==> config.mk <==
export PLATFORM = sky130hd
export DESIGN_NAME = dual_ema_drift_corrected_filter
export DESIGN_NICKNAME = d
export VERILOG_FILES = /design/src/rtl/core/defc_pkg.sv /design/src/rtl/core/defc_mac.sv /design/src/rtl/core/defc_csr.sv /design/src/rtl/core/dual_ema_drift_corrected_filter.sv
export SDC_FILE = /design/constraint.sdc
export NUM_CORES = 2
export LEC_CHECK = 0
export ABC_CLOCK_PERIOD_IN_PS = 13600
export BUFFER_PORTS_ARGS = -buffer_cell sky130_fd_sc_hd__buf_2
export CORE_ASPECT_RATIO = 0.7
export CORE_MARGIN = 10
export CORE_UTILIZATION = 56
export CTS_CLUSTER_DIAMETER = 120
export CTS_CLUSTER_SIZE = 10
export DETAILED_ROUTE_END_ITERATION = 7
export HOLD_SLACK_MARGIN = 0.15
export PLACE_DENSITY = 0.78
export REMOVE_ABC_BUFFERS = 1
export SYNTH_ARGS = -nofsm -noshare
export SYNTH_HDL_FRONTEND = slang
export SYNTH_HIERARCHICAL = 1
export SYNTH_SLANG_ARGS = --single-unit
export TNS_END_PERCENT = 50
==> constraint.sdc <==
create_clock -name clock -period 13.6 [get_ports clock]
set_input_delay 1.36 -clock clock [delete_from_list [all_inputs] [get_ports clock]]
set_output_delay 1.36 -clock clock [all_outputs]
set_load 0.03 [all_outputs]
==> src/rtl/core/defc_pkg.sv <==
`default_nettype none

package defc_pkg;

   localparam int unsigned DataWidth  = 32;
   localparam int unsigned CoefWidth  = 16;
   localparam int unsigned LimitWidth = 31;
   localparam int unsigned AccWidth   = 50;
   localparam int unsigned RndWidth   = 34;

   localparam logic [CoefWidth-1:0] CoefFastOld = 16'd58982;
   localparam logic [CoefWidth-1:0] CoefFastNew = 16'd6554;
   localparam logic [CoefWidth-1:0] CoefSlowOld = 16'd64881;
   localparam logic [CoefWidth-1:0] CoefSlowNew = 16'd655;

   localparam logic [1:0] CsrErrorLimit         = 2'd0;
   localparam logic [1:0] CsrDeviationThreshold = 2'd1;
   localparam logic [1:0] CsrInverseGain        = 2'd2;

   localparam logic [LimitWidth-1:0] ErrorLimitReset         = 31'd65536;
   localparam logic [LimitWidth-1:0] DeviationThresholdReset = 31'd32768;
   localparam logic [CoefWidth-1:0]  InverseGainReset        = 16'd6554;

   typedef struct packed {
      logic [LimitWidth-1:0] error_limit;
      logic [LimitWidth-1:0] deviation_threshold;
      logic [CoefWidth-1:0]  inverse_gain;
   } cfg_type;

   typedef struct packed {
      logic enable;
      logic clear;
   } mac_ctrl_type;

   typedef enum logic [8:0] {
      ST_IDLE  = 9'b000000001,
      ST_F_OLD = 9'b000000010,
      ST_F_NEW = 9'b000000100,
      ST_S_OLD = 9'b000001000,
      ST_S_NEW = 9'b000010000,
      ST_S_WB  = 9'b000100000,
      ST_CLAMP = 9'b001000000,
      ST_CORR  = 9'b010000000,
      ST_APPLY = 9'b100000000
   } state_type;

   // floor((v + 2^15) / 2^16), arithmetic
   function automatic logic signed [RndWidth-1:0] round_q16(
      input logic signed [AccWidth-1:0] v
   );
      logic signed [AccWidth-1:0] t;
      t = v + 50'sd32768;
      return $signed(t[AccWidth-1:16]);
   endfunction

   function automatic logic signed [DataWidth-1:0] sat32(
      input logic signed [RndWidth-1:0] v
   );
      logic signed [RndWidth-1:0] hi;
      logic signed [RndWidth-1:0] lo;
      hi = 34'sd2147483647;
      lo = -34'sd2147483648;
      if (v > hi) begin
         return 32'sh7FFFFFFF;
      end else if (v < lo) begin
         return 32'sh80000000;
      end
      return $signed(v[DataWidth-1:0]);
   endfunction

endpackage

`default_nettype wire

==> src/rtl/core/defc_mac.sv <==
`default_nettype none

module defc_mac (
   input  wire logic                                       clock,
   input  wire defc_pkg::mac_ctrl_type                     ctrl,
   input  wire logic signed [defc_pkg::DataWidth-1:0]      operand,
   input  wire logic        [defc_pkg::CoefWidth-1:0]      coef,
   output logic signed      [defc_pkg::AccWidth-1:0]       acc
);

   logic signed [defc_pkg::AccWidth-2:0] prod;
   logic signed [defc_pkg::AccWidth-1:0] acc_ff;
   logic signed [defc_pkg::AccWidth-1:0] acc_in;

   assign prod = 49'(operand) * 49'($signed({1'b0, coef}));

   always_comb begin
      acc_in = acc_ff;
      if (ctrl.enable) begin
         acc_in = (ctrl.clear ? '0 : acc_ff) + 50'(prod);
      end
   end

   always_ff @(posedge clock) begin
      acc_ff <= acc_in;
   end

   assign acc = acc_ff;

endmodule

`default_nettype wire

==> src/rtl/core/defc_csr.sv <==
`default_nettype none

module defc_csr (
   input  wire logic                                clock,
   input  wire logic                                reset,
   input  wire logic                                csr_we,
   input  wire logic [1:0]                          csr_index,
   input  wire logic [defc_pkg::LimitWidth-1:0]     csr_wdata,
   output defc_pkg::cfg_type                        cfg
);

   defc_pkg::cfg_type cfg_ff;
   defc_pkg::cfg_type cfg_in;

   always_comb begin
      cfg_in = cfg_ff;
      if (csr_we) begin
         case (csr_index)
            defc_pkg::CsrErrorLimit: begin
               cfg_in.error_limit = csr_wdata;
            end
            defc_pkg::CsrDeviationThreshold: begin
               cfg_in.deviation_threshold = csr_wdata;
            end
            defc_pkg::CsrInverseGain: begin
               cfg_in.inverse_gain = csr_wdata[defc_pkg::CoefWidth-1:0];
            end
            default: begin
               cfg_in = cfg_ff;
            end
         endcase
      end
   end

   always_ff @(posedge clock) begin
      if (reset) begin
         cfg_ff.error_limit         <= defc_pkg::ErrorLimitReset;
         cfg_ff.deviation_threshold <= defc_pkg::DeviationThresholdReset;
         cfg_ff.inverse_gain        <= defc_pkg::InverseGainReset;
      end else begin
         cfg_ff <= cfg_in;
      end
   end

   assign cfg = cfg_ff;

endmodule

`default_nettype wire

==> src/rtl/core/dual_ema_drift_corrected_filter.sv <==
// channel   | ports           | payload (lsb first)
// req       | req_t*          | tdata[31:0] measurement, signed q16.16
// rsp       | rsp_t*          | tdata[31:0] estimate, signed q16.16
// csr       | csr_we/index    | wdata[30:0]; index 0 limit, 1 threshold, 2 gain
//
// one measurement at a time. one shared 32x17 multiply-accumulate does the four
// blend products and the correction product in turn, with sequencer steps for
// write-back and clamp in between and for apply at the end.
// a result stays in the output register until taken; a stalled result holds
// the apply step. synchronous reset clears the averages, state and valid flag.
`default_nettype none

module dual_ema_drift_corrected_filter (
   input  wire logic                                clock,
   input  wire logic                                reset,
   input  wire logic                                req_tvalid,
   output logic                                     req_tready,
   input  wire logic [defc_pkg::DataWidth-1:0]      req_tdata,   // measurement
   output logic                                     rsp_tvalid,
   input  wire logic                                rsp_tready,
   output logic [defc_pkg::DataWidth-1:0]           rsp_tdata,   // estimate
   input  wire logic                                csr_we,
   input  wire logic [1:0]                          csr_index,
   input  wire logic [defc_pkg::LimitWidth-1:0]     csr_wdata
);

   defc_pkg::cfg_type      cfg;
   defc_pkg::mac_ctrl_type mac_ctrl;
   defc_pkg::state_type    state_ff, state_in;

   logic signed [defc_pkg::DataWidth-1:0] mac_operand;
   logic        [defc_pkg::CoefWidth-1:0] mac_coef;
   logic signed [defc_pkg::AccWidth-1:0]  acc;

   logic signed [defc_pkg::DataWidth-1:0] meas_ff, meas_in;
   logic signed [defc_pkg::DataWidth-1:0] fast_ff, fast_in;
   logic signed [defc_pkg::DataWidth-1:0] slow_ff, slow_in;
   logic signed [defc_pkg::DataWidth-1:0] diff_ff, diff_in;
   logic                                  trig_ff, trig_in;
   logic                                  rsp_valid_ff, rsp_valid_in;
   logic        [defc_pkg::DataWidth-1:0] rsp_data_ff, rsp_data_in;

   logic signed [defc_pkg::DataWidth-1:0] acc_rounded;
   logic signed [defc_pkg::DataWidth:0]   raw_diff;
   logic signed [defc_pkg::DataWidth-1:0] sat_diff;
   logic signed [defc_pkg::DataWidth:0]   sat_diff_x;
   logic signed [defc_pkg::DataWidth:0]   lim_x;
   logic signed [defc_pkg::DataWidth:0]   clamped;
   logic signed [defc_pkg::DataWidth:0]   diff_x;
   logic signed [defc_pkg::DataWidth:0]   thr_x;
   logic signed [defc_pkg::RndWidth-1:0]  corrected;
   logic signed [defc_pkg::DataWidth-1:0] corrected_sat;
   logic signed [defc_pkg::DataWidth-1:0] result;
   logic                                  out_free;

   defc_csr u_csr (
      .clock     (clock),
      .reset     (reset),
      .csr_we    (csr_we),
      .csr_index (csr_index),
      .csr_wdata (csr_wdata),
      .cfg       (cfg)
   );

   defc_mac u_mac (
      .clock   (clock),
      .ctrl    (mac_ctrl),
      .operand (mac_operand),
      .coef    (mac_coef),
      .acc     (acc)
   );

   assign req_tready = (state_ff == defc_pkg::ST_IDLE);
   assign out_free   = !rsp_valid_ff || rsp_tready;

   assign acc_rounded = defc_pkg::sat32(defc_pkg::round_q16(acc));

   // slow minus fast, saturated, then clamped to the error limit
   assign raw_diff   = $signed({slow_ff[31], slow_ff}) - $signed({fast_ff[31], fast_ff});
   assign sat_diff   = defc_pkg::sat32($signed({raw_diff[32], raw_diff}));
   assign sat_diff_x = $signed({sat_diff[31], sat_diff});
   assign lim_x      = $signed({2'b00, cfg.error_limit});

   always_comb begin
      clamped = sat_diff_x;
      if (sat_diff_x > lim_x) begin
         clamped = lim_x;
      end else if (sat_diff_x < -lim_x) begin
         clamped = -lim_x;
      end
   end

   assign diff_x = $signed({diff_ff[31], diff_ff});
   assign thr_x  = $signed({2'b00, cfg.deviation_threshold});

   assign corrected = $signed({{2{slow_ff[31]}}, slow_ff}) - defc_pkg::round_q16(acc);
   assign corrected_sat = defc_pkg::sat32(corrected);
   assign result = trig_ff ? corrected_sat : slow_ff;

   always_comb begin
      state_in     = state_ff;
      meas_in      = meas_ff;
      fast_in      = fast_ff;
      slow_in      = slow_ff;
      diff_in      = diff_ff;
      trig_in      = trig_ff;
      rsp_valid_in = rsp_valid_ff && !rsp_tready;
      rsp_data_in  = rsp_data_ff;
      mac_ctrl     = '0;
      mac_operand  = meas_ff;
      mac_coef     = defc_pkg::CoefFastNew;
      case (state_ff)
         defc_pkg::ST_IDLE: begin
            if (req_tvalid) begin
               meas_in  = $signed(req_tdata);
               state_in = defc_pkg::ST_F_OLD;
            end
         end
         defc_pkg::ST_F_OLD: begin
            mac_ctrl    = '{enable: 1'b1, clear: 1'b1};
            mac_operand = fast_ff;
            mac_coef    = defc_pkg::CoefFastOld;
            state_in    = defc_pkg::ST_F_NEW;
         end
         defc_pkg::ST_F_NEW: begin
            mac_ctrl    = '{enable: 1'b1, clear: 1'b0};
            mac_operand = meas_ff;
            mac_coef    = defc_pkg::CoefFastNew;
            state_in    = defc_pkg::ST_S_OLD;
         end
         defc_pkg::ST_S_OLD: begin
            fast_in     = acc_rounded;
            mac_ctrl    = '{enable: 1'b1, clear: 1'b1};
            mac_operand = slow_ff;
            mac_coef    = defc_pkg::CoefSlowOld;
            state_in    = defc_pkg::ST_S_NEW;
         end
         defc_pkg::ST_S_NEW: begin
            mac_ctrl    = '{enable: 1'b1, clear: 1'b0};
            mac_operand = meas_ff;
            mac_coef    = defc_pkg::CoefSlowNew;
            state_in    = defc_pkg::ST_S_WB;
         end
         defc_pkg::ST_S_WB: begin
            slow_in  = acc_rounded;
            state_in = defc_pkg::ST_CLAMP;
         end
         defc_pkg::ST_CLAMP: begin
            diff_in  = clamped[defc_pkg::DataWidth-1:0];
            state_in = defc_pkg::ST_CORR;
         end
         defc_pkg::ST_CORR: begin
            mac_ctrl    = '{enable: 1'b1, clear: 1'b1};
            mac_operand = diff_ff;
            mac_coef    = cfg.inverse_gain;
            trig_in     = (diff_x > thr_x) || (diff_x < -thr_x);
            state_in    = defc_pkg::ST_APPLY;
         end
         defc_pkg::ST_APPLY: begin
            if (out_free) begin
               slow_in      = result;
               rsp_valid_in = 1'b1;
               rsp_data_in  = result;
               state_in     = defc_pkg::ST_IDLE;
            end
         end
         default: begin
            state_in = defc_pkg::ST_IDLE;
         end
      endcase
   end

   always_ff @(posedge clock) begin
      if (reset) begin
         state_ff     <= defc_pkg::ST_IDLE;
         fast_ff      <= '0;
         slow_ff      <= '0;
         rsp_valid_ff <= 1'b0;
      end else begin
         state_ff     <= state_in;
         fast_ff      <= fast_in;
         slow_ff      <= slow_in;
         rsp_valid_ff <= rsp_valid_in;
      end
   end

   always_ff @(posedge clock) begin
      meas_ff     <= meas_in;
      diff_ff     <= diff_in;
      trig_ff     <= trig_in;
      rsp_data_ff <= rsp_data_in;
   end

   assign rsp_tvalid = rsp_valid_ff;
   assign rsp_tdata  = rsp_data_ff;

endmodule

`default_nettype wire

==> results.toml <==
[setup_path]
crit_top_cell = "fa_1"
reg2regPathDepth = 43
cp_max_fo = 60
critPathLaunchType = "flop"
critPathSlowestCell = "fa_1"
endpoint = "u_mac/acc[49]"
rrSetupSlack_ps = 1550
setup.worst_path.end_class = "flop"
r2r-start = "state_ff[0]"
critical_path_class = "reg2reg"
arrival_ps = 12370
worst_path_largest_cell_delay_ps = 720
critPathLaunch = "state_ff[0]"
r2r-end = "u_mac/acc[49]"
critPathRequiredTime_ps = 13920

[global_routing]
antenna_found_initial = 4
track_usage_pct = 30.3
grt_max_degree = 85
grt_pass1_vias = 36100
grt_overflow = 0
grt_pass1_wl_um = 213000

[drt]
wire_per_inst_um = 22.2
wl_um = 136000
drc = 3
vias = 37300
via_per_inst = 6.08
first_pass_iters = 8
drtAntennaViolNets = 0
drt_iter0_drc = 4813

[clock_tree]
cts_inserted_buffers = 35
clk_pin_slew_worst_paths_ps = 60
cts_hold_buf = 0
root_buffer = "clkbuf_16"
clk_latency_ps = 580
cts_tree = "done"
cts-htree-levels = 2
cts_buffer_depth = 3
postCtsSetupBuffers = 0
clock-sinks = 299
cts_resized = 0

[layout]
layout.cells.non_filler = 6145
final_util_pct = 59.7
layout_commonest_cell = "inv_1"
area_growth_pct = 5.76
drive_above_1_share_pct = 5.81
nets = 5998
fillers = 6752
mostFrequentLayoutCells = "inv_1, nand2_1, fa_1"

[logic_synthesis]
synthMuxAreaShare_pct = 2.09
postSynth.asyncResetShare_pct = 0
synthSimpleGateAreaFrac_pct = 19.0
synth-edff-count = 147
synth_fa_ha_area_share_pct = 33.5
synth_seq_area_share_pct = 17.2
syn_inst = 5096
yosysWarningCount = 6
synth_compound_area_share_pct = 14.9
synth_top_family_by_area = "adder cells"
synthXorXnorAreaFrac_pct = 4.76
synth_cell_types = 97
syn_area_per_cell_um2 = 8.49
ys_seq_elements = 299
syn_area_um2 = 43300
synth_top_flop_cell = "dfxtp_1"

[hold_path]
hp-class = "reg2reg"

[sta]
tns_ps = 0
finClkSkew_ps = 31.4
final-max-slew-violation-count = 0
worst_pin_slew_ps = 1250
setup_violations = 0
final-hold-violation-count = 0
setup_slack_ps = 1550
fmax_ghz = 0.0830
post-route-min-period_ps = 12050
min_period_over_period_pct = 88.6
rsz0062_at_grt = "false"
slew_headroom_pct = 16.8

[placed_design]
dpl.hpwl_um = 108000
post-place-ws_ps = 1790
io_buffers = 103
post-place-cells = 6083
gp_congestion = 0.999

[floorplan]
die_w_um = 352
dieArea_um2 = 89000
core_um2 = 76700
fp-row-count = 85
start_util_pct = 56.4
die_h_um = 253
io_pins = 104

[flow_run]
cap_violations = 0

[status]
failed_checks = "DRC"
status = "complete, but fails checks"
[registers in the layout, indices dropped and copies added (netlist names)]
signal      flops
diff_ff        32
state_ff        9
u_csr/cfg      78
slow_ff        32
meas_ff        32
u_mac/acc      50
rsp_tvalid      1
fast_ff        32
rsp_tdata      32
trig_ff         1
[critical path: cells and delay by family (launching register included)]
kind	cells	cell delay, ps
simple gates	10	1780
xor+xnor	3	600
fa+ha+maj	8	4140
flops	1	370
compound gates	14	3310
buf+inv	8	1580
[Yosys cell counts, types with 9 or more instances]
| library cell | count | area share, % |
|---|---|---|
| inv_1 | 739 | 6.4 |
| nand2_1 | 570 | 4.9 |
| fa_1 | 492 | 23 |
| ha_1 | 360 | 10 |
| a21oi_1 | 283 | 3.3 |
| nor2_1 | 275 | 2.4 |
| and2_1 | 236 | 3.4 |
| clkbuf_1 | 197 | 1.7 |
| o21ai_0 | 186 | 2.2 |
| xnor2_1 | 164 | 3.3 |
| dfxtp_1 | 152 | 7.0 |
| edfxtp_1 | 147 | 10 |
| nand2b_1 | 140 | 2.0 |
| a21o_1 | 118 | 2.0 |
| nor2b_1 | 100 | 1.4 |
| mux2i_1 | 88 | 2.0 |
| nand3_1 | 77 | 0.89 |
| xor2_1 | 71 | 1.4 |
| nor3_1 | 70 | 0.81 |
| nand4_1 | 64 | 0.93 |
| a211oi_1 | 44 | 0.76 |
| o21a_1 | 43 | 0.75 |
| a22oi_1 | 33 | 0.57 |
| and3_1 | 33 | 0.48 |
| o21bai_1 | 24 | 0.42 |
| a31oi_1 | 23 | 0.33 |
| o211ai_1 | 23 | 0.40 |
| o31ai_1 | 22 | 0.38 |
| nor4_1 | 18 | 0.26 |
| o22ai_1 | 17 | 0.25 |
| a221o_1 | 15 | 0.35 |
| and4_1 | 15 | 0.30 |
| buf_2 | 15 | 0.17 |
| or2_2 | 15 | 0.22 |
| maj3_1 | 14 | 0.32 |
| a221oi_1 | 12 | 0.24 |
| or3_1 | 12 | 0.17 |
| a311oi_1 | 11 | 0.22 |
| a31o_2 | 11 | 0.22 |
| o221ai_1 | 9 | 0.18 |
[worst min-delay path by stage]
| stage | depth (start not counted) | slack (ps) | from | endpoint |
|---|---|---|---|---|
| 6_report | 2 | 480 | u_csr/cfg[42] | u_csr/cfg[42] |
| 4_1_cts | 2 | 480 | u_csr/cfg[42] | u_csr/cfg[42] |
| 5_1_grt | 2 | 500 | u_csr/cfg[42] | u_csr/cfg[42] |
| 3_5_place_dp | 2 | 470 | u_csr/cfg[42] | u_csr/cfg[42] |
| 2_1_floorplan | 2 | 450 | u_csr/cfg[32] | u_csr/cfg[32] |
| 3_3_place_gp | 2 | 460 | u_csr/cfg[60] | u_csr/cfg[60] |
[metrics by stage]
step,hold WS (ps),cell area (µm²)
5_1_grt,504,45800
3_5_place_dp,465,44800
3_3_place_gp,460,44800
4_1_cts,478,45800
2_1_floorplan,448,42400
6_report,478,45800
[cell families (layout without fill, tap and decap cells)]
group           Yosys count  in the layout
buf+inv                 963            966
compound gates          982            982
simple gates           1661           1661
fa+ha+maj               866            866
flops                   299            299
mux                      90             90
other cells               0              2
xor+xnor                235            235
[metal layers]
metal	GRT usage (%)	share of wire, %	up-vias
met2	40.4	38	2314
met4	6.91	2.5	10
li1	-	-	16900
met1	45.5	43	17900
met5	0.942	0.16	-
met3	11.0	16	233
[layout make-up]
class	count	area, µm²	area share, %
diodes	2	5.00	0.0109
clock buffers	57	958	2.09
clock inverters	3	26.3	0.0574
inverters	739	2770	6.06
multi-input cells	3834	32200	70.4
flip-flops and latches	299	7460	16.3
well taps	1044	1310	2.85
repair buffers	167	998	2.18
Power is not shown: default switching activity piles up to over one toggle a cycle in this logic, so the estimate is an artifact.
